<file path="src/rtl/core/nir_pkg.sv">
`default_nettype none

package nir_pkg;

  // Configuration register indexes.
  localparam int unsigned CFG_IDX_W = 1;
  typedef enum logic [CFG_IDX_W-1:0] {
    CFG_UNIT_TIME  = 1'b0,
    CFG_CHECK_ADDR = 1'b1
  } cfg_reg_e;

  localparam int unsigned UNIT_W     = 11;
  localparam int unsigned DUR_W      = 16;
  localparam int unsigned STATUS_W   = 2;
  localparam int unsigned BYTE_W     = 8;
  localparam int unsigned FRAME_BITS = 32;
  localparam int unsigned BITCNT_W   = 6;

  localparam logic [UNIT_W-1:0] UNIT_RESET = 11'd563;

  // Result status codes.
  typedef enum logic [STATUS_W-1:0] {
    ST_FRAME  = 2'd0,
    ST_REPEAT = 2'd1,
    ST_ERROR  = 2'd2
  } status_e;

  // Decoder phase.
  typedef enum logic [1:0] {
    PH_IDLE     = 2'd0,
    PH_HDR_LOW  = 2'd1,
    PH_BIT_LOW  = 2'd2,
    PH_BIT_HIGH = 2'd3
  } phase_e;

  // A line event after classification against the NEC pulse lengths.
  typedef struct packed {
    logic timeout;
    logic level;
    logic m16;
    logic m8;
    logic m4;
    logic m3;
    logic m1;
  } pulse_class_t;

endpackage

`default_nettype wire

</file>
<file path="src/rtl/core/nir_front.sv">
`default_nettype none

module nir_front (
  input  wire                            clk_i,
  input  wire                            rst_ni,
  input  wire                            cfg_valid_i,
  input  wire  [nir_pkg::CFG_IDX_W-1:0]  cfg_index_i,
  input  wire  [nir_pkg::UNIT_W-1:0]     cfg_data_i,
  input  wire                            is_timeout_i,
  input  wire                            pulse_level_i,
  input  wire  [nir_pkg::DUR_W-1:0]      pulse_duration_i,
  output nir_pkg::pulse_class_t          class_o,
  output logic                           chk_addr_o
);
  import nir_pkg::*;

  localparam int unsigned TGT_W  = DUR_W + 1;
  localparam int unsigned HALF_W = UNIT_W - 1;

  logic [UNIT_W-1:0] unit_q;
  logic              chk_addr_q;
  logic [HALF_W-1:0] half;
  logic [TGT_W-1:0]  tgt16, tgt8, tgt4, tgt3, tgt1;

  // True when the duration lies strictly inside target plus or minus half a unit.
  function automatic logic dur_match(input logic [DUR_W-1:0] dur,
                                     input logic [TGT_W-1:0] target,
                                     input logic [HALF_W-1:0] hw);
    logic [TGT_W-1:0] lo;
    logic [TGT_W-1:0] hi;
    lo = target - {{(TGT_W-HALF_W){1'b0}}, hw};
    hi = target + {{(TGT_W-HALF_W){1'b0}}, hw};
    return ({1'b0, dur} > lo) && ({1'b0, dur} < hi);
  endfunction

  // Configuration registers.
  always_ff @(posedge clk_i or negedge rst_ni) begin
    if (!rst_ni) begin
      unit_q     <= UNIT_RESET;
      chk_addr_q <= 1'b0;
    end else if (cfg_valid_i) begin
      if (cfg_index_i == CFG_UNIT_TIME) begin
        unit_q <= cfg_data_i;
      end else if (cfg_index_i == CFG_CHECK_ADDR) begin
        chk_addr_q <= cfg_data_i[0];
      end
    end
  end

  // Target lengths are shifts and one add of the unit.
  assign half  = unit_q[UNIT_W-1:1];
  assign tgt16 = {2'b0, unit_q, 4'b0};
  assign tgt8  = {3'b0, unit_q, 3'b0};
  assign tgt4  = {4'b0, unit_q, 2'b0};
  assign tgt3  = {5'b0, unit_q, 1'b0} + {6'b0, unit_q};
  assign tgt1  = {6'b0, unit_q};

  // Classify the incoming beat.
  always_comb begin
    class_o.timeout = is_timeout_i;
    class_o.level   = pulse_level_i;
    class_o.m16     = dur_match(pulse_duration_i, tgt16, half);
    class_o.m8      = dur_match(pulse_duration_i, tgt8, half);
    class_o.m4      = dur_match(pulse_duration_i, tgt4, half);
    class_o.m3      = dur_match(pulse_duration_i, tgt3, half);
    class_o.m1      = dur_match(pulse_duration_i, tgt1, half);
  end

  assign chk_addr_o = chk_addr_q;

endmodule

`default_nettype wire

</file>
<file path="src/rtl/core/nir_queue.sv">
`default_nettype none

module nir_queue (
  input  wire                    clk_i,
  input  wire                    rst_ni,
  input  wire                    push_i,
  input  nir_pkg::pulse_class_t  data_i,
  output logic                   full_o,
  input  wire                    pop_i,
  output logic                   empty_o,
  output nir_pkg::pulse_class_t  data_o
);
  import nir_pkg::*;

  localparam int unsigned DEPTH = 2;
  localparam int unsigned PTR_W = $clog2(DEPTH);
  localparam int unsigned CNT_W = $clog2(DEPTH + 1);

  pulse_class_t     slot_q [DEPTH];
  logic [PTR_W-1:0] wr_ptr_q, rd_ptr_q;
  logic [CNT_W-1:0] count_q;
  logic             do_push, do_pop;

  assign full_o  = (count_q == CNT_W'(DEPTH));
  assign empty_o = (count_q == '0);
  assign do_push = push_i && !full_o;
  assign do_pop  = pop_i && !empty_o;
  assign data_o  = slot_q[rd_ptr_q];

  // Pointers and fill count.
  always_ff @(posedge clk_i or negedge rst_ni) begin
    if (!rst_ni) begin
      wr_ptr_q <= '0;
      rd_ptr_q <= '0;
      count_q  <= '0;
    end else begin
      if (do_push) begin
        wr_ptr_q <= wr_ptr_q + 1'b1;
      end
      if (do_pop) begin
        rd_ptr_q <= rd_ptr_q + 1'b1;
      end
      if (do_push && !do_pop) begin
        count_q <= count_q + 1'b1;
      end else if (do_pop && !do_push) begin
        count_q <= count_q - 1'b1;
      end
    end
  end

  // Entry storage.
  always_ff @(posedge clk_i) begin
    if (do_push) begin
      slot_q[wr_ptr_q] <= data_i;
    end
  end

endmodule

`default_nettype wire

</file>
<file path="src/rtl/core/nir_back.sv">
`default_nettype none

module nir_back (
  input  wire                            clk_i,
  input  wire                            rst_ni,
  input  wire                            empty_i,
  input  nir_pkg::pulse_class_t          class_i,
  output logic                           pop_o,
  input  wire                            chk_addr_i,
  output logic                           out_valid_o,
  input  wire                            out_ready_i,
  output logic [nir_pkg::STATUS_W-1:0]   status_o,
  output logic [nir_pkg::BYTE_W-1:0]     address_o,
  output logic [nir_pkg::BYTE_W-1:0]     command_o
);
  import nir_pkg::*;

  phase_e                phase_q, phase_d;
  logic [BITCNT_W-1:0]   bit_cnt_q, bit_cnt_d;
  logic [FRAME_BITS-1:0] shift_q, shift_d, shift_new;
  logic                  out_valid_q;
  logic [STATUS_W-1:0]   status_q;
  logic [BYTE_W-1:0]     address_q, command_q;
  logic                  emit;
  status_e               emit_status;
  logic [BYTE_W-1:0]     emit_addr, emit_cmd;
  logic                  step;
  logic                  last_bit;
  logic                  cmd_ok, addr_ok;

  // Advance when an event waits and the output register can take a result.
  assign step  = !empty_i && (!out_valid_q || out_ready_i);
  assign pop_o = step;

  assign shift_new = shift_q | (FRAME_BITS'(class_i.m3) << bit_cnt_q[4:0]);
  assign last_bit  = (bit_cnt_q == BITCNT_W'(FRAME_BITS - 1));
  assign cmd_ok    = (shift_new[23:16] == ~shift_new[31:24]);
  assign addr_ok   = !chk_addr_i || (shift_new[7:0] == ~shift_new[15:8]);

  // Decoder state register.
  always_ff @(posedge clk_i or negedge rst_ni) begin
    if (!rst_ni) begin
      phase_q   <= PH_IDLE;
      bit_cnt_q <= '0;
      shift_q   <= '0;
    end else if (step) begin
      phase_q   <= phase_d;
      bit_cnt_q <= bit_cnt_d;
      shift_q   <= shift_d;
    end
  end

  // Next phase and result for the event at the head of the queue.
  always_comb begin
    phase_d     = phase_q;
    bit_cnt_d   = bit_cnt_q;
    shift_d     = shift_q;
    emit        = 1'b0;
    emit_status = ST_ERROR;
    emit_addr   = '0;
    emit_cmd    = '0;
    case (phase_q)
      PH_IDLE: begin
        if (!class_i.timeout && !class_i.level && class_i.m16) begin
          phase_d = PH_HDR_LOW;
        end else begin
          emit = 1'b1;
        end
      end
      PH_HDR_LOW: begin
        if (class_i.timeout) begin
          phase_d = PH_IDLE;
        end else if (class_i.level && class_i.m8) begin
          phase_d   = PH_BIT_LOW;
          bit_cnt_d = '0;
          shift_d   = '0;
        end else if (class_i.level && class_i.m4) begin
          emit        = 1'b1;
          emit_status = ST_REPEAT;
        end else begin
          emit = 1'b1;
        end
      end
      PH_BIT_LOW: begin
        if (!class_i.timeout && !class_i.level && class_i.m1) begin
          phase_d = PH_BIT_HIGH;
        end else begin
          emit = 1'b1;
        end
      end
      PH_BIT_HIGH: begin
        if (class_i.timeout || !class_i.level || !(class_i.m3 || class_i.m1)) begin
          emit = 1'b1;
        end else if (!last_bit) begin
          phase_d   = PH_BIT_LOW;
          bit_cnt_d = bit_cnt_q + 1'b1;
          shift_d   = shift_new;
        end else begin
          emit = 1'b1;
          if (cmd_ok && addr_ok) begin
            emit_status = ST_FRAME;
            emit_addr   = shift_new[7:0];
            emit_cmd    = shift_new[23:16];
          end
        end
      end
      default: begin
        phase_d = PH_IDLE;
      end
    endcase
    // Every result sends the decoder back to idle.
    if (emit) begin
      phase_d   = PH_IDLE;
      bit_cnt_d = '0;
      shift_d   = '0;
    end
  end

  // Output register valid flag.
  always_ff @(posedge clk_i or negedge rst_ni) begin
    if (!rst_ni) begin
      out_valid_q <= 1'b0;
    end else if (step && emit) begin
      out_valid_q <= 1'b1;
    end else if (out_ready_i) begin
      out_valid_q <= 1'b0;
    end
  end

  // Output payload.
  always_ff @(posedge clk_i) begin
    if (step && emit) begin
      status_q  <= emit_status;
      address_q <= emit_addr;
      command_q <= emit_cmd;
    end
  end

  assign out_valid_o = out_valid_q;
  assign status_o    = status_q;
  assign address_o   = address_q;
  assign command_o   = command_q;

endmodule

`default_nettype wire

</file>
<file path="src/rtl/core/nec_ir_frame_decoder.sv">
// An input beat is held in the event queue and its result in the output register.
// Throughput: one line event per cycle; the two-entry event queue and the output
// register let the classifier and the frame state machine stall independently.
// Reset: queue empty, decoder idle with no bits held, no result pending,
// unit time 563 us and the address inverse check off.
`default_nettype none

module nec_ir_frame_decoder (
  input  wire                            clk_i,
  input  wire                            rst_ni,
  input  wire                            cfg_valid_i,
  output logic                           cfg_ready_o,
  input  wire  [nir_pkg::CFG_IDX_W-1:0]  cfg_index_i,
  input  wire  [nir_pkg::UNIT_W-1:0]     cfg_data_i,
  input  wire                            in_valid_i,
  output logic                           in_ready_o,
  input  wire                            is_timeout_i,
  input  wire                            pulse_level_i,
  input  wire  [nir_pkg::DUR_W-1:0]      pulse_duration_i,
  output logic                           out_valid_o,
  input  wire                            out_ready_i,
  output logic [nir_pkg::STATUS_W-1:0]   status_o,
  output logic [nir_pkg::BYTE_W-1:0]     address_o,
  output logic [nir_pkg::BYTE_W-1:0]     command_o
);
  import nir_pkg::*;

  pulse_class_t in_class, head_class;
  logic         chk_addr;
  logic         q_full, q_empty, q_pop;

  // Configuration writes are always taken.
  assign cfg_ready_o = 1'b1;
  assign in_ready_o  = !q_full;

  // Front: configuration registers and pulse classification.
  nir_front u_front (
    .clk_i            (clk_i),
    .rst_ni           (rst_ni),
    .cfg_valid_i      (cfg_valid_i),
    .cfg_index_i      (cfg_index_i),
    .cfg_data_i       (cfg_data_i),
    .is_timeout_i     (is_timeout_i),
    .pulse_level_i    (pulse_level_i),
    .pulse_duration_i (pulse_duration_i),
    .class_o          (in_class),
    .chk_addr_o       (chk_addr)
  );

  // Event queue between the two halves.
  nir_queue u_queue (
    .clk_i   (clk_i),
    .rst_ni  (rst_ni),
    .push_i  (in_valid_i),
    .data_i  (in_class),
    .full_o  (q_full),
    .pop_i   (q_pop),
    .empty_o (q_empty),
    .data_o  (head_class)
  );

  // Back: frame state machine and result register.
  nir_back u_back (
    .clk_i       (clk_i),
    .rst_ni      (rst_ni),
    .empty_i     (q_empty),
    .class_i     (head_class),
    .pop_o       (q_pop),
    .chk_addr_i  (chk_addr),
    .out_valid_o (out_valid_o),
    .out_ready_i (out_ready_i),
    .status_o    (status_o),
    .address_o   (address_o),
    .command_o   (command_o)
  );

endmodule

`default_nettype wire
</file>
<file path="config.mk">
export PLATFORM = sky130hd
export DESIGN_NAME = nec_ir_frame_decoder
export DESIGN_NICKNAME = d
export VERILOG_FILES = /design/src/rtl/core/nir_pkg.sv /design/src/rtl/core/nir_front.sv /design/src/rtl/core/nir_queue.sv /design/src/rtl/core/nir_back.sv /design/src/rtl/core/nec_ir_frame_decoder.sv
export SDC_FILE = /design/constraint.sdc
export NUM_CORES = 1
export LEC_CHECK = 0
export ABC_CLOCK_PERIOD_IN_PS = 13100
export BUFFER_PORTS_ARGS = -buffer_cell sky130_fd_sc_hd__clkbuf_2
export CELL_PAD_IN_SITES_DETAIL_PLACEMENT = 1
export CELL_PAD_IN_SITES_GLOBAL_PLACEMENT = 2
export CORE_ASPECT_RATIO = 1.2
export CORE_UTILIZATION = 40
export DETAILED_ROUTE_END_ITERATION = 12
export HOLD_SLACK_MARGIN = 0.1
export PLACE_DENSITY_LB_ADDON = 0.1
export SLEW_MARGIN = 10
export SYNTH_ARGS = -nofsm -noshare
export SYNTH_HDL_FRONTEND = slang
export SYNTH_SLANG_ARGS = --single-unit
</file>
<file path="constraint.sdc">
create_clock -name clk_i -period 13.1 [get_ports clk_i]
set_input_delay 0 -clock clk_i [delete_from_list [all_inputs] [get_ports clk_i]]
set_output_delay 0 -clock clk_i [all_outputs]
set_load 0.1 [all_outputs]
</file>
==> out/metrics.sh, run 1 <==
GRT_MAX_DEGREE=58
LATER_PIN_CLOCK_LATENCY_IN_THE_SKEW_REPORT_PS=360
FP.DIEH_UM=187
GRT_PASS1_VIAS=10598
FIN_CELLS=1758
YS_DOMINANT_REG_CELL='dfrtp_1'
NETLIST_INSTANCES=1325
CTS_REPAIR_RESIZE_COUNT=0
OUTCOME='complete, no violations'
ROUTE.DETAILED.WL_PER_INST_UM=21.0
SYNTH.FF_LATCH_COUNT=89
START_UTIL_PCT=40.8
CTS-BUFFERS-INSERTED=9
HOLD_PATH_CLASS='input pin to flip-flop'
POWER.SEQUENTIAL.FRACTION_PCT=17.9
SYNTHESIS.AREA_MM2=0.0114
NUMBER_OF_WARNINGS_PRINTED_DURING_YOSYS_SYNTHESIS=0
ANTENNA-DIODE-COUNT=0
POST_ROUTE_CELLS_DRIVE_ABOVE_1_SHARE_PCT=9.28
FINAL_UTIL_PCT=44.8
ASYNCSETRESETFLOPFRACSYNTH_PCT=64.0
GROUTE.USAGE.OVERALL_PCT=26.2
FILLERS=3330
DRT_DRC_VIOLATIONS_LEFT=0
INTPOWER_mW=1.07
NUM_ROWS=67
POWER_DENSITY_mW_PER_MM2=183
NUMPLACEDINSTANCES=1725
HOLDBUFCOUNTCTS=17
POWER.SWITCHING_FRACTION_PCT=53.2
TIMING.FINAL.WS_SETUP_PS=7460
ROUTED_VIA_DENSITY=5.70
FIN_NETS=1646
MAX_CLOCK_FREQ_MHz=177
DETAILEDROUTE.FIRSTITERATIONVIOLATIONS=425
TRITONCTS_NUM_SINKS=89
VDD_IR_DROP_MAX_mV=0.108
CTSLONGESTPATHBUFFERS=2
CRIT_PATH_MAX_FANOUT=14
POWER_FRAC_CLOCK_PCT=12.1
POST-DP-HPWL_UM=29000
CRITICAL_PATH_REQUIRED_PS=13150
CP_CELL_SEQUENCE='inv_1 -> ha_1 -> o21ai_0 -> o21bai_1 -> a21oi_1 -> xnor2_1 -> ha_1 -> o41ai_1 -> o21ai_0 -> a211oi_1 -> xnor2_1 -> ha_1 -> and3_1 -> nand3_1 -> or4_1 -> nand4_1 -> a211oi_1'
MAX_STAGE_DELAY_PS=740
CLK_PIN_SLEW_WORST_PATHS_PS=80
CTS_TREE='done'
TIGHTEST_SLEW_PS=1130
ROUTABILITYCONGESTION=0.865
CRITICAL_PATH_ARRIVAL_PS=5690
TIMING_HOLD_VIOLATIONS_FINAL=0
YS_SEQ_AREA_SHARE_PCT=21.0
DRT-TOTAL-WL_UM=36900
CAP_VIOL_MAX_COUNT=0
NET-SWITCHING-POWER_mW=1.22
SETUP-TNS-FINAL_PS=0
UNREPAIRED_SETUP_ENDPOINTS_AFTER_GLOBAL_ROUTING='no'
GRT_ANTENNA_BEFORE_REPAIR=1
FINAL.SETUP_SKEW_PS=15.7
CRITICAL_PATH.STARTPOINT_TYPE='flip-flop'
DR.PASS1.ITERS=6
ANTENNA_VIOLATING_NETS_POST_ROUTE=0
FINALMAXSLEWVIOLATIONS=0
PERIOD_NEEDED_PS=5640
CRITICAL_PATH.MOST_COMMON_CELL='ha_1'
AREA_GROWTH_PCT=9.80
TIMING.MAX_SLEW.REL_SLACK_PCT=24.6
WORST_SETUP_PATH_END_KIND='flip-flop'
SYNTH_EDF_COUNT=32
WORST_PATH_MAX_DELAY_CELL='dfrtp_1'
TIMING.SETUP.CRITICAL_PATH_CLASS='flip-flop to flip-flop'
ROOT_BUFFER='clkbuf_16'
FIN_CRIT_SH_PCT=43.1
CTS_SETUP_BUFFERS=0
PLACEMENT.IO_BUFFERS=54
AVGSYNTHCELLAREA_UM2=8.59
GRT_FIRST_PASS_WIRELENGTH_UM=59500
P_TOTAL_mW=2.29
NUM_IO_PINS=56
CTS-HTREE-LEVELS=3
DESIGN.DIE.AREA_MM2=0.0291
PRE_CTS_WS_PS=7460
NUMBER_OF_NETS_PRODUCED_BY_SYNTHESIS=1597
TOTAL_LEAKAGE_POWER_nW=5.50
CORE-AREA_MM2=0.0279
DIE_WIDTH_UM=156
SETUP_VIOLATIONS=0
GLOBAL_ROUTE_OVERFLOW=0
YOSYS.CELL_TYPES.COUNT=82
NUM_VIAS=10014
COMB_POWER_SHARE_PCT=70.0
[synth_stat cells (all sizes together) (4+ instances only)]
| cell type | count | share of area (%) |
|---|---|---|
| a31oi | 45 | 2.5 |
| clkbuf | 30 | 1.0 |
| a211o | 6 | 0.46 |
| nand3 | 22 | 0.97 |
| buf | 15 | 0.81 |
| mux2i | 13 | 1.3 |
| dfrtp | 52 | 11 |
| nand2b | 18 | 0.99 |
| nand4 | 15 | 0.88 |
| o21a | 27 | 1.8 |
| inv | 67 | 2.2 |
| ha | 230 | 25 |
| nor3 | 27 | 1.2 |
| a311oi | 6 | 0.62 |
| o21ai | 74 | 3.3 |
| nor2b | 21 | 1.2 |
| edfxtp | 32 | 8.4 |
| mux2 | 6 | 0.59 |
| a21o | 29 | 1.9 |
| dfstp | 5 | 1.2 |
| nor2 | 133 | 4.7 |
| and2 | 5 | 0.27 |
| o211ai | 11 | 0.73 |
| a211oi | 11 | 0.73 |
| nand2 | 67 | 2.2 |
| o2111ai | 5 | 0.38 |
| a21oi | 117 | 5.1 |
| o31ai | 5 | 0.33 |
| a22oi | 7 | 0.46 |
| a221o | 4 | 0.35 |
| or3 | 5 | 0.27 |
| xnor2 | 82 | 6.3 |
| nand3b | 4 | 0.26 |
| o21bai | 16 | 1.1 |
| nor4 | 9 | 0.49 |
| a21boi | 6 | 0.40 |
| or2 | 8 | 0.44 |
| xor2 | 23 | 1.8 |
| or4 | 4 | 0.26 |
| and3 | 8 | 0.53 |
| fa | 7 | 1.2 |
[area by class of cell]
| cell class | count | area, um^2 | share of cell area, % |
|---|---|---|---|
| Clock buffer | 10 | 229 | 1.83 |
| Sequential cell | 89 | 2390 | 19.1 |
| Timing Repair Buffer | 83 | 531 | 4.24 |
| Inverter | 69 | 259 | 2.07 |
| Tap cell | 379 | 474 | 3.79 |
| Multi-Input combinational cell | 1122 | 8550 | 68.4 |
| Clock inverter | 6 | 67.6 | 0.540 |
[cell families (layout without fill, tap and decap cells)]
| logic type | Yosys count | in the layout | synth area share [%] |
|---|---|---|---|
| adders and majority gates | 239 | 239 | 26.7 |
| other | 1 | 1 | 0.0329 |
| muxes | 19 | 19 | 1.85 |
| and+or+nand+nor | 361 | 361 | 15.8 |
| AOI/OAI and AO/OA | 397 | 397 | 22.4 |
| xor gates and xnor gates | 105 | 105 | 8.08 |
| buffers and inverters | 114 | 168 | 4.09 |
| DFF | 89 | 89 | 21.0 |
[final timing paths]
kind	startpoint	slack [ps]	to	depth (start not counted)
worst max register to register	u_front.unit_q[2]$_DFFE_PN0P_	7460	u_queue.slot_q[0][1]$_DFFE_PP_	17
min in group asynchronous	rst_ni	360	u_back.shift_q[2]$_DFFE_PN0P_	3
worst min register to register	u_back.out_valid_o$_DFFE_PN0P_	510	u_back.out_valid_o$_DFFE_PN0P_	2
worst min-delay path	cfg_index_i	120	u_front.unit_q[9]$_DFFE_PN1P_	5
worst max-delay path	u_front.unit_q[2]$_DFFE_PN0P_	7460	u_queue.slot_q[0][1]$_DFFE_PP_	17
max in group asynchronous	rst_ni	12200	u_back.shift_q[18]$_DFFE_PN0P_	3
[placed cells by master, fill, tap and decap left out, types with 5 or more instances in the layout]
master           n
ha_1           230
o2111ai_1        5
a21oi_1        116
nor2_2          11
nand2_1         67
a211o_1          6
or3_1            5
mux2i_1         12
inv_1           65
nand4_1         14
a31oi_1         45
nand2b_1        18
dfstp_2          5
clkbuf_2        54
and2_1           5
mux2_2           6
edfxtp_1        32
o31ai_1          5
a21o_1          29
buf_4           12
o21a_1          27
a22oi_1          7
dlygate4sd3_1   17
xor2_1          23
a21boi_0         6
clkbuf_16        9
dfrtp_1         52
a211oi_1        11
xnor2_1         82
nor4_1           9
or2_2            8
nor2_1         121
nand3_1         22
and3_1           6
o21ai_0         73
o211ai_1        11
o21bai_1        15
nor2b_1         21
nor3_1          26
fa_1             7
[routing by layer]
layer / vias to the layer above / share of wire (%) / track usage [%]
li1: 4945 / - / -
met3: 44 / 2.0 / 1.99
met4: 0 / 2.1 / 7.62
met2: 126 / 52 / 48.7
met1: 4899 / 44 / 31.9
met5: - / 0 / 0
[per-stage QoR]
step	instance area, um^2	hold slack, ps
after floorplan	11400	-296
after global placement	12000	193
after detailed placement	12000	194
after CTS	12500	114
after global routing	12500	184
final	12500	118
[power by group through the flow]
stage                     combinational (mW)  clock, mW  sequential, mW
final                                   1.61      0.277           0.411
after global routing                    1.78      0.292           0.420
after CTS                               1.61      0.283           0.413
after detailed placement                1.60          0           0.418
after global placement                  1.57          0           0.415
after floorplan                         1.00          0           0.612
[worst max-delay path, delay by kind of cell (launching register included)]
kind / cells / cell delay (ps)
compound gates: 7 / 2000
xor+xnor: 2 / 300
fa+ha+maj: 3 / 1080
buf+inv: 1 / 330
flops: 1 / 740
simple gates: 4 / 870
[registers in the layout, summed over array words and instances (netlist names), 2 cells and up]
register	flops
u_queue.slot_q	14
u_back.bit_cnt_q	6
u_queue.count_q	2
u_back.phase_q	2
u_front.unit_q	11
u_back.address_o	8
u_back.shift_q	32
u_back.command_o	8
u_back.status_o	2
Note: power is estimated with default switching activity, not from simulation.
==> run 2: changes to the inputs <==
--- a/config.mk
+++ b/config.mk
@@ -5,12 +5,12 @@
 export SDC_FILE = /design/constraint.sdc
 export NUM_CORES = 1
 export LEC_CHECK = 0
-export ABC_CLOCK_PERIOD_IN_PS = 13100
+export ABC_CLOCK_PERIOD_IN_PS = 5100
 export BUFFER_PORTS_ARGS = -buffer_cell sky130_fd_sc_hd__clkbuf_2
 export CELL_PAD_IN_SITES_DETAIL_PLACEMENT = 1
 export CELL_PAD_IN_SITES_GLOBAL_PLACEMENT = 2
 export CORE_ASPECT_RATIO = 1.2
-export CORE_UTILIZATION = 40
+export CORE_UTILIZATION = 36
 export DETAILED_ROUTE_END_ITERATION = 12
 export HOLD_SLACK_MARGIN = 0.1
 export PLACE_DENSITY_LB_ADDON = 0.1
==> constraint.sdc (replaced) <==
create_clock -name clk_i -period 5.1 [get_ports clk_i]
set_input_delay 0 -clock clk_i [delete_from_list [all_inputs] [get_ports clk_i]]
set_output_delay 0 -clock clk_i [all_outputs]
set_load 0.1 [all_outputs]
==> run 2 against run 1 <==
Combinational power grew to 2.7 times the previous value. Total power grew to 2.6 times the previous value. First-iteration DRC count is 5.6% higher. Critical path depth is 2 higher. Cell count is 2.8% higher.
==> out/metrics.sh, run 2 (synthesized netlist as in run 1, its figures left out) <==
CRITICAL_PATH.STARTPOINT_TYPE='flip-flop'  # unchanged
DRT_DRC_VIOLATIONS_LEFT=0  # unchanged
UNREPAIRED_SETUP_ENDPOINTS_AFTER_GLOBAL_ROUTING='no'  # unchanged
CORE-AREA_MM2=0.0308  # was 0.0279 mm^2
FIN_CRIT_SH_PCT=92.7  # was 43.1%
ROUTED_VIA_DENSITY=5.60  # was 5.70
POST_ROUTE_CELLS_DRIVE_ABOVE_1_SHARE_PCT=12.3  # was 9.28%
VDD_IR_DROP_MAX_mV=0.309  # was 0.108 mV
CLK_PIN_SLEW_WORST_PATHS_PS=80  # about the same
TOP_REGISTER='u_back.shift_q'  # unchanged
FP.DIEH_UM=197  # was 187 um
ROUTE.DETAILED.WL_PER_INST_UM=21.2  # was 21.0 um
FIN_NETS=1678  # was 1646
FINALHOLDWORSTSLACK_PS=153  # was 118 ps
CTS_SETUP_BUFFERS=0  # unchanged
R2R_SLACK_PS=370  # was 7460 ps
CTS-HTREE-LEVELS=3  # unchanged
POST-DP-HPWL_UM=30100  # was 29000 um
CTS-BUFFERS-INSERTED=9  # unchanged
CRITICAL_PATH.REG2REG.STARTPOINT='u_front.unit_q[5]$_DFFE_PN1P_'  # was u_front.unit_q[2]$_DFFE_PN0P_
LARGEST_REG_FLOPS=32  # unchanged
WORST_SETUP_PATH_END_KIND='flip-flop'  # unchanged
WORST_R2R_PATH_DEPTH=19  # was 17
NUM_ROWS=70  # was 67
FINAL_COMMON_CELL='ha_1'  # unchanged
CAP_VIOL_MAX_COUNT=0  # unchanged
MIN_PATH_CELLS=4  # was 5
DRT-TOTAL-WL_UM=38300  # was 36900 um
P_TOTAL_mW=5.98  # was 2.29 mW
DESIGN.DIE.AREA_MM2=0.0323  # was 0.0291 mm^2
ANTENNA-DIODE-COUNT=0  # unchanged
AREA_GROWTH_PCT=12.6  # was 9.80%
POSTLAYOUTCELLAREA_MM2=0.0128  # was 0.0125 mm^2
PERIOD_NEEDED_PS=4730  # was 5640 ps
LATER_PIN_CLOCK_LATENCY_IN_THE_SKEW_REPORT_PS=370  # was 360 ps
SETUP-TNS-FINAL_PS=0  # unchanged
ROUTABILITYCONGESTION=0.843  # was 0.865
CTS_TREE='done'  # unchanged
MAX_CLOCK_FREQ_MHz=211  # was 177 MHz
POST_DP_CELL_AREA_MM2=0.0123  # was 0.0120 mm^2
GRT_PASS1_VIAS=10361  # was 10598
REG2REG_TO='u_queue.slot_q[1][4]$_DFFE_PP_'  # was u_queue.slot_q[0][1]$_DFFE_PP_
FINALMAXSLEWVIOLATIONS=0  # unchanged
GRT_FIRST_PASS_WIRELENGTH_UM=60400  # was 59500 um
DETAILEDROUTE.FIRSTITERATIONVIOLATIONS=449  # was 425
TIMING_HOLD_VIOLATIONS_FINAL=0  # unchanged
TRITONCTS_NUM_SINKS=89  # unchanged
DIE_WIDTH_UM=164  # was 156 um
PLACEMENT.IO_BUFFERS=54  # unchanged
TIMING.MAX_SLEW.REL_SLACK_PCT=38.3  # was 24.6%
OUTCOME='complete, no violations'  # unchanged
CTSLONGESTPATHBUFFERS=2  # unchanged
START_UTIL_PCT=36.9  # was 40.8%
TIGHTEST_SLEW_PS=925  # was 1130 ps
GLOBAL_ROUTE_OVERFLOW=0  # unchanged
ANTENNA_VIOLATING_NETS_POST_ROUTE=0  # unchanged
TOP_REGISTERS='u_back.shift_q (32), u_queue.slot_q (14), u_front.unit_q (11)'  # unchanged
FINAL_CELL_MIX='ha_1, nor2_1, a21oi_1, xnor2_1, o21ai_0'  # unchanged
TOTAL_LEAKAGE_POWER_nW=5.66  # was 5.50 nW
GROUTE.USAGE.OVERALL_PCT=24.5  # was 26.2%
CRITICAL_PATH_ARRIVAL_PS=4950  # was 5690 ps
CRIT_PATH_MAX_FANOUT=4  # was 14
WORSTHOLDENDPOINT='u_front.unit_q[8]$_DFFE_PN0P_'  # was u_front.unit_q[9]$_DFFE_PN1P_
ROOT_BUFFER='clkbuf_16'  # unchanged
GRT_ANTENNA_BEFORE_REPAIR=0  # was 1
HOLD_PATH.STARTPOINT='cfg_index_i'  # unchanged
GRT_MAX_DEGREE=58  # unchanged
DR.PASS1.ITERS=5  # was 6
HOLD_PATH_CLASS='input pin to flip-flop'  # unchanged
TIMING.SETUP.CRITICAL_PATH_CLASS='flip-flop to flip-flop'  # unchanged
CRITICAL_PATH_REQUIRED_PS=5320  # was 13150 ps
NUM_VIAS=10127  # was 10014
SETUP_VIOLATIONS=0  # unchanged
FINAL.SETUP_SKEW_PS=21.2  # was 15.7 ps
NUM_IO_PINS=56  # unchanged
POWER_DENSITY_mW_PER_MM2=466  # was 183 mW/mm^2
## run 2: cell count changes in the layout (fill, tap and decap cells not counted), sizes merged
cell	before	now
buf	12	43
inv	68	71
bufinv	1	0
clkbuf	64	63
clkinv	5	4
dlygate4sd3	17	18
## run 2: repair_timing
action / 4_1_cts / 5_1_grt
setup endpoints to repair: 0 / 2
gates resized for setup: 0 / 16
hold buffers: 18 / 0
hold endpoints to repair: 70 / 0
## run 2: worst max path at each step
| stage | from | endpoint | slack (ps) | depth (start not counted) |
|---|---|---|---|---|
| detailed placement | u_front.unit_q[1]$_DFFE_PN1P_ | u_queue.slot_q[1][1]$_DFFE_PP_ | 110 | 17 |
| finish | u_front.unit_q[5]$_DFFE_PN1P_ | u_queue.slot_q[1][4]$_DFFE_PP_ | 370 | 19 |
| CTS | u_front.unit_q[1]$_DFFE_PN1P_ | u_queue.slot_q[1][1]$_DFFE_PP_ | 50 | 17 |
| global route | u_front.unit_q[1]$_DFFE_PN1P_ | u_queue.slot_q[0][1]$_DFFE_PP_ | 10 | 22 |
| global placement | u_front.unit_q[1]$_DFFE_PN1P_ | u_queue.slot_q[0][1]$_DFFE_PP_ | 180 | 17 |
| floorplan | u_front.unit_q[1]$_DFFE_PN1P_ | u_queue.slot_q[0][1]$_DFFE_PP_ | 240 | 20 |
## run 2: layout make-up
cell class	count	area (um^2)
clock buffers	9	225
clock inverters	7	50.0
fillers	3704	18000
inverters	69	259
multi-input cells	1122	8620
flip-flops and latches	89	2390
well taps	396	495
repair buffers	115	773
## run 2: worst max-delay path: stages, from the launching register on
cell and delay, ps:
dfstp_2 550, inv_1 130, buf_4 190, ha_1 340, a31o_2 270, a21oi_1 280
o21ai_0 150, o211a_1 160, o21a_1 210, nor3b_1 250, xnor2_1 100, ha_1 290
nand4_1 130, nor3_1 370, a21oi_1 130, a31o_2 260, a31oi_1 180, o21ai_0 100
a211oi_1 290, buf_4 190
## run 2: metrics by stage
stage | util (%) | setup WS, ps | instances
detailed placement | 39.9 | 110 | 1773
floorplan | - | 242 | 1325
global route | 41.6 | 10.4 | 1807
global placement | 39.9 | 180 | 1773
CTS | 41.3 | 53.7 | 1807
finish | 41.6 | 370 | 1807
## run 2: per-layer routing
layer	wire length [um]	global-route usage, %	up-vias
met5	0	0	-
met4	675	6.45	0
met3	739	1.68	27
met2	19500	44.7	109
met1	17300	30.6	4970
li1	-	-	5021
## run 2: power breakdown
| part | total (mW) | internal, mW | switching (mW) | leakage [nW] |
|---|---|---|---|---|
| sequential | 1.02 | 0.921 | 0.101 | 1.06 |
| combinational | 4.28 | 1.54 | 2.74 | 4.47 |
| clock | 0.676 | 0.336 | 0.340 | 0.134 |
==> run 3: changes to the inputs <==
--- a/config.mk
+++ b/config.mk
@@ -12,6 +12,7 @@
 export CORE_ASPECT_RATIO = 1.2
 export CORE_UTILIZATION = 36
 export DETAILED_ROUTE_END_ITERATION = 12
+export GPL_TIMING_DRIVEN = 0
 export HOLD_SLACK_MARGIN = 0.1
 export PLACE_DENSITY_LB_ADDON = 0.1
 export SLEW_MARGIN = 10
==> run 3 against run 2 <==
Worst hold slack better by 160 ps. Clock-buffer cell count increased by 3. Utilization grew 1.5 points. Flip-flop and latch count unchanged. Combinational power up 4%. Cell area increased by 3.7%. Global-route usage grew 2.2 points. Cell count up 1.9%. First-iteration DRC count grew 4.9%. Maximum frequency decreased by 3.4%. Register-to-register slack got worse by 170 ps.
==> out/metrics.sh, run 3 (synthesized netlist as in run 1, its figures left out) <==
POWER_DENSITY_mW_PER_MM2=467  # was 466 mW/mm^2
CORE-AREA_MM2=0.0308  # unchanged
ROUTABILITYCONGESTION=0.839  # was 0.843
CRITICAL_PATH_REQUIRED_PS=5150  # was 5320 ps
LATER_PIN_CLOCK_LATENCY_IN_THE_SKEW_REPORT_PS=360  # was 370 ps
GRT_MAX_DEGREE=41  # was 58
POWER.SEQUENTIAL.FRACTION_PCT=16.8  # was 17.1%
GLOBAL_ROUTE_OVERFLOW=0  # unchanged
CRITICAL_PATH.STARTPOINT_TYPE='flip-flop'  # unchanged
CRIT_PATH_MAX_FANOUT=10  # was 4
CTS-BUFFERS-INSERTED=9  # unchanged
NUM_VIAS=10567  # was 10127
ROOT_BUFFER='clkbuf_16'  # unchanged
POST-DP-HPWL_UM=30700  # was 30100 um
TOP_REGISTERS='u_back.shift_q (32), u_queue.slot_q (14), u_front.unit_q (11)'  # unchanged
WORST_PATH_MAX_DELAY_CELL='o41ai_1'  # was dfstp_2
INTPOWER_mW=2.94  # was 2.79 mW
NET-SWITCHING-POWER_mW=3.27  # was 3.18 mW
TIGHTEST_SLEW_PS=1050  # was 925 ps
MAX_STAGE_DELAY_PS=720  # was 550 ps
FIN_NETS=1713  # was 1678
DIE_WIDTH_UM=164  # unchanged
FINAL_CELL_MIX='ha_1, nor2_1, a21oi_1, xnor2_1, o21ai_0'  # unchanged
GRT_FIRST_PASS_WIRELENGTH_UM=64700  # was 60400 um
SETUP_VIOLATIONS=0  # unchanged
POST_DP_CELL_AREA_MM2=0.0122  # was 0.0123 mm^2
MIN_PATH_CELLS=5  # was 4
ROUTED_VIA_DENSITY=5.74  # was 5.60
CAP_VIOL_MAX_COUNT=0  # unchanged
VDD_IR_DROP_MAX_mV=0.409  # was 0.309 mV
CTS_TREE='done'  # unchanged
PERIOD_NEEDED_PS=4900  # was 4730 ps
LARGEST_REG_FLOPS=32  # unchanged
SETUP-TNS-FINAL_PS=0  # unchanged
DRT-TOTAL-WL_UM=41800  # was 38300 um
POWER.SWITCHING_FRACTION_PCT=52.7  # was 53.3%
R2R_SLACK_PS=200  # was 370 ps
WORST_R2R_PATH_DEPTH=16  # was 19
ANTENNA-DIODE-COUNT=0  # unchanged
TIMING.MAX_SLEW.REL_SLACK_PCT=29.2  # was 38.3%
POSTLAYOUTCELLAREA_MM2=0.0133  # was 0.0128 mm^2
WORST_SETUP_PATH_END_KIND='flip-flop'  # unchanged
FINAL_COMMON_CELL='ha_1'  # unchanged
FIN_CELLS=1842  # was 1807
DR.PASS1.ITERS=5  # unchanged
HOLD_PATH_CLASS='input pin to flip-flop'  # unchanged
NUMPLACEDINSTANCES=1777  # was 1773
CTS-HTREE-LEVELS=3  # unchanged
FIN_CRIT_SH_PCT=96.0  # was 92.7%
START_UTIL_PCT=36.9  # unchanged
NUM_ROWS=70  # unchanged
FILLERS=3718  # was 3704
FINAL_UTIL_PCT=43.1  # was 41.6%
PRE_CTS_WS_PS=-1310  # was 110 ps
TOP_REGISTER='u_back.shift_q'  # unchanged
CLK_PIN_SLEW_WORST_PATHS_PS=70  # was 80 ps
TIMING.SETUP.CRITICAL_PATH_CLASS='flip-flop to flip-flop'  # unchanged
P_TOTAL_mW=6.20  # was 5.98 mW
GRT_PASS1_VIAS=11208  # was 10361
DESIGN.DIE.AREA_MM2=0.0323  # unchanged
GRT_ANTENNA_BEFORE_REPAIR=1  # was 0
CRITICAL_PATH_ARRIVAL_PS=4950  # about the same
TIMING_HOLD_VIOLATIONS_FINAL=0  # unchanged
POST_ROUTE_CELLS_DRIVE_ABOVE_1_SHARE_PCT=15.3  # was 12.3%
COMB_POWER_SHARE_PCT=71.9  # was 71.6%
AREA_GROWTH_PCT=16.8  # was 12.6%
FINALHOLDWORSTSLACK_PS=315  # was 153 ps
ANTENNA_VIOLATING_NETS_POST_ROUTE=0  # unchanged
OUTCOME='complete, no violations'  # unchanged
GROUTE.USAGE.OVERALL_PCT=26.7  # was 24.5%
TOTAL_LEAKAGE_POWER_nW=5.77  # was 5.66 nW
FINALMAXSLEWVIOLATIONS=0  # unchanged
TRITONCTS_NUM_SINKS=89  # unchanged
DRT_DRC_VIOLATIONS_LEFT=0  # unchanged
DETAILEDROUTE.FIRSTITERATIONVIOLATIONS=471  # was 449
MAX_CLOCK_FREQ_MHz=204  # was 211 MHz
ROUTE.DETAILED.WL_PER_INST_UM=22.7  # was 21.2 um
NUM_IO_PINS=56  # unchanged
PLACEMENT.IO_BUFFERS=54  # unchanged
POWER_FRAC_CLOCK_PCT=11.3  # about the same
FINAL.SETUP_SKEW_PS=15.7  # was 21.2 ps
CTSLONGESTPATHBUFFERS=2  # unchanged
FP.DIEH_UM=197  # unchanged
CP_CELL_SEQUENCE='clkbuf_2 -> clkinvlp_4 -> buf_4 -> buf_4 -> ha_1 -> inv_1 -> o22ai_1 -> o41ai_1 -> nand2_1 -> xnor2_1 -> ha_1 -> and3_1 -> nand3_1 -> a21oi_1 -> o221ai_1 -> a211oi_1'  # was inv_1 -> buf_4 -> ha_1 -> a31o_2 -> a21oi_1 -> o21ai_0 -> o211a_1 -> o21a_1 -> nor3b_1 -> xnor2_1 -> ha_1 -> nand4_1 -> nor3_1 -> a21oi_1 -> a31o_2 -> a31oi_1 -> o21ai_0 -> a211oi_1 -> buf_4
TIMING.FINAL.WS_SETUP_PS=204  # was 370 ps
-- run 3: worst max-delay path, delay by kind of cell (launching register included) --
family                   cells  cell delay, ps
AO/OA/AOI/OAI                5            1770
XOR/XNOR                     1             170
adder cells (fa/ha/maj)      2             670
buffers and inverters        5             960
flip-flops                   1             570
AND/OR/NAND/NOR              3             400
-- run 3: power by group through the flow --
stage	clock (mW)	combinational [mW]	sequential (mW)
6_report	0.698	4.46	1.04
5_1_grt	0.737	4.96	1.07
4_1_cts	0.712	4.38	1.04
3_5_place_dp	0	4.14	1.09
3_3_place_gp	0	4.04	1.10
2_1_floorplan	0	2.58	1.57
-- run 3: worst paths after layout --
kind,from,to
setup / recovery,u_front.unit_q[7]$_DFFE_PN0P_,u_queue.slot_q[1][2]$_DFFE_PP_
hold / removal,cfg_valid_i,u_front.unit_q[9]$_DFFE_PN1P_
setup reg to reg,u_front.unit_q[7]$_DFFE_PN0P_,u_queue.slot_q[1][2]$_DFFE_PP_
hold reg to reg,u_queue.wr_ptr_q$_DFFE_PN0P_,u_queue.wr_ptr_q$_DFFE_PN0P_
max in group asynchronous,rst_ni,u_back.shift_q[4]$_DFFE_PN0P_
min in group asynchronous,rst_ni,u_front.unit_q[8]$_DFFE_PN0P_
-- run 3: what timing repair did --
item,CTS,global route
gates cloned,0,0
gates resized for setup,50,28
hold buffers,22,0
buffers inserted,24,7
pin swaps,1,7
endpoints found under the hold margin,75,0
setup endpoints to repair,10,6
-- run 3: area by class of cell --
type,count,area [um^2],area share (%)
buffer,41,195,1.47
clock buffer,12,246,1.85
clock inverter,4,52.6,0.395
inverter,69,290,2.18
multi-input combinational,1122,8830,66.4
sequential,89,2420,18.2
tap,396,495,3.73
timing repair buffer,109,764,5.75
-- run 3: per-layer routing --
layer	vias up	track usage (%)	share of wire, %
li1	5085	-	-
met1	5230	30.3	41
met2	177	50.0	53
met3	73	2.55	2.3
met4	2	11.1	3.6
met5	-	0	0.029
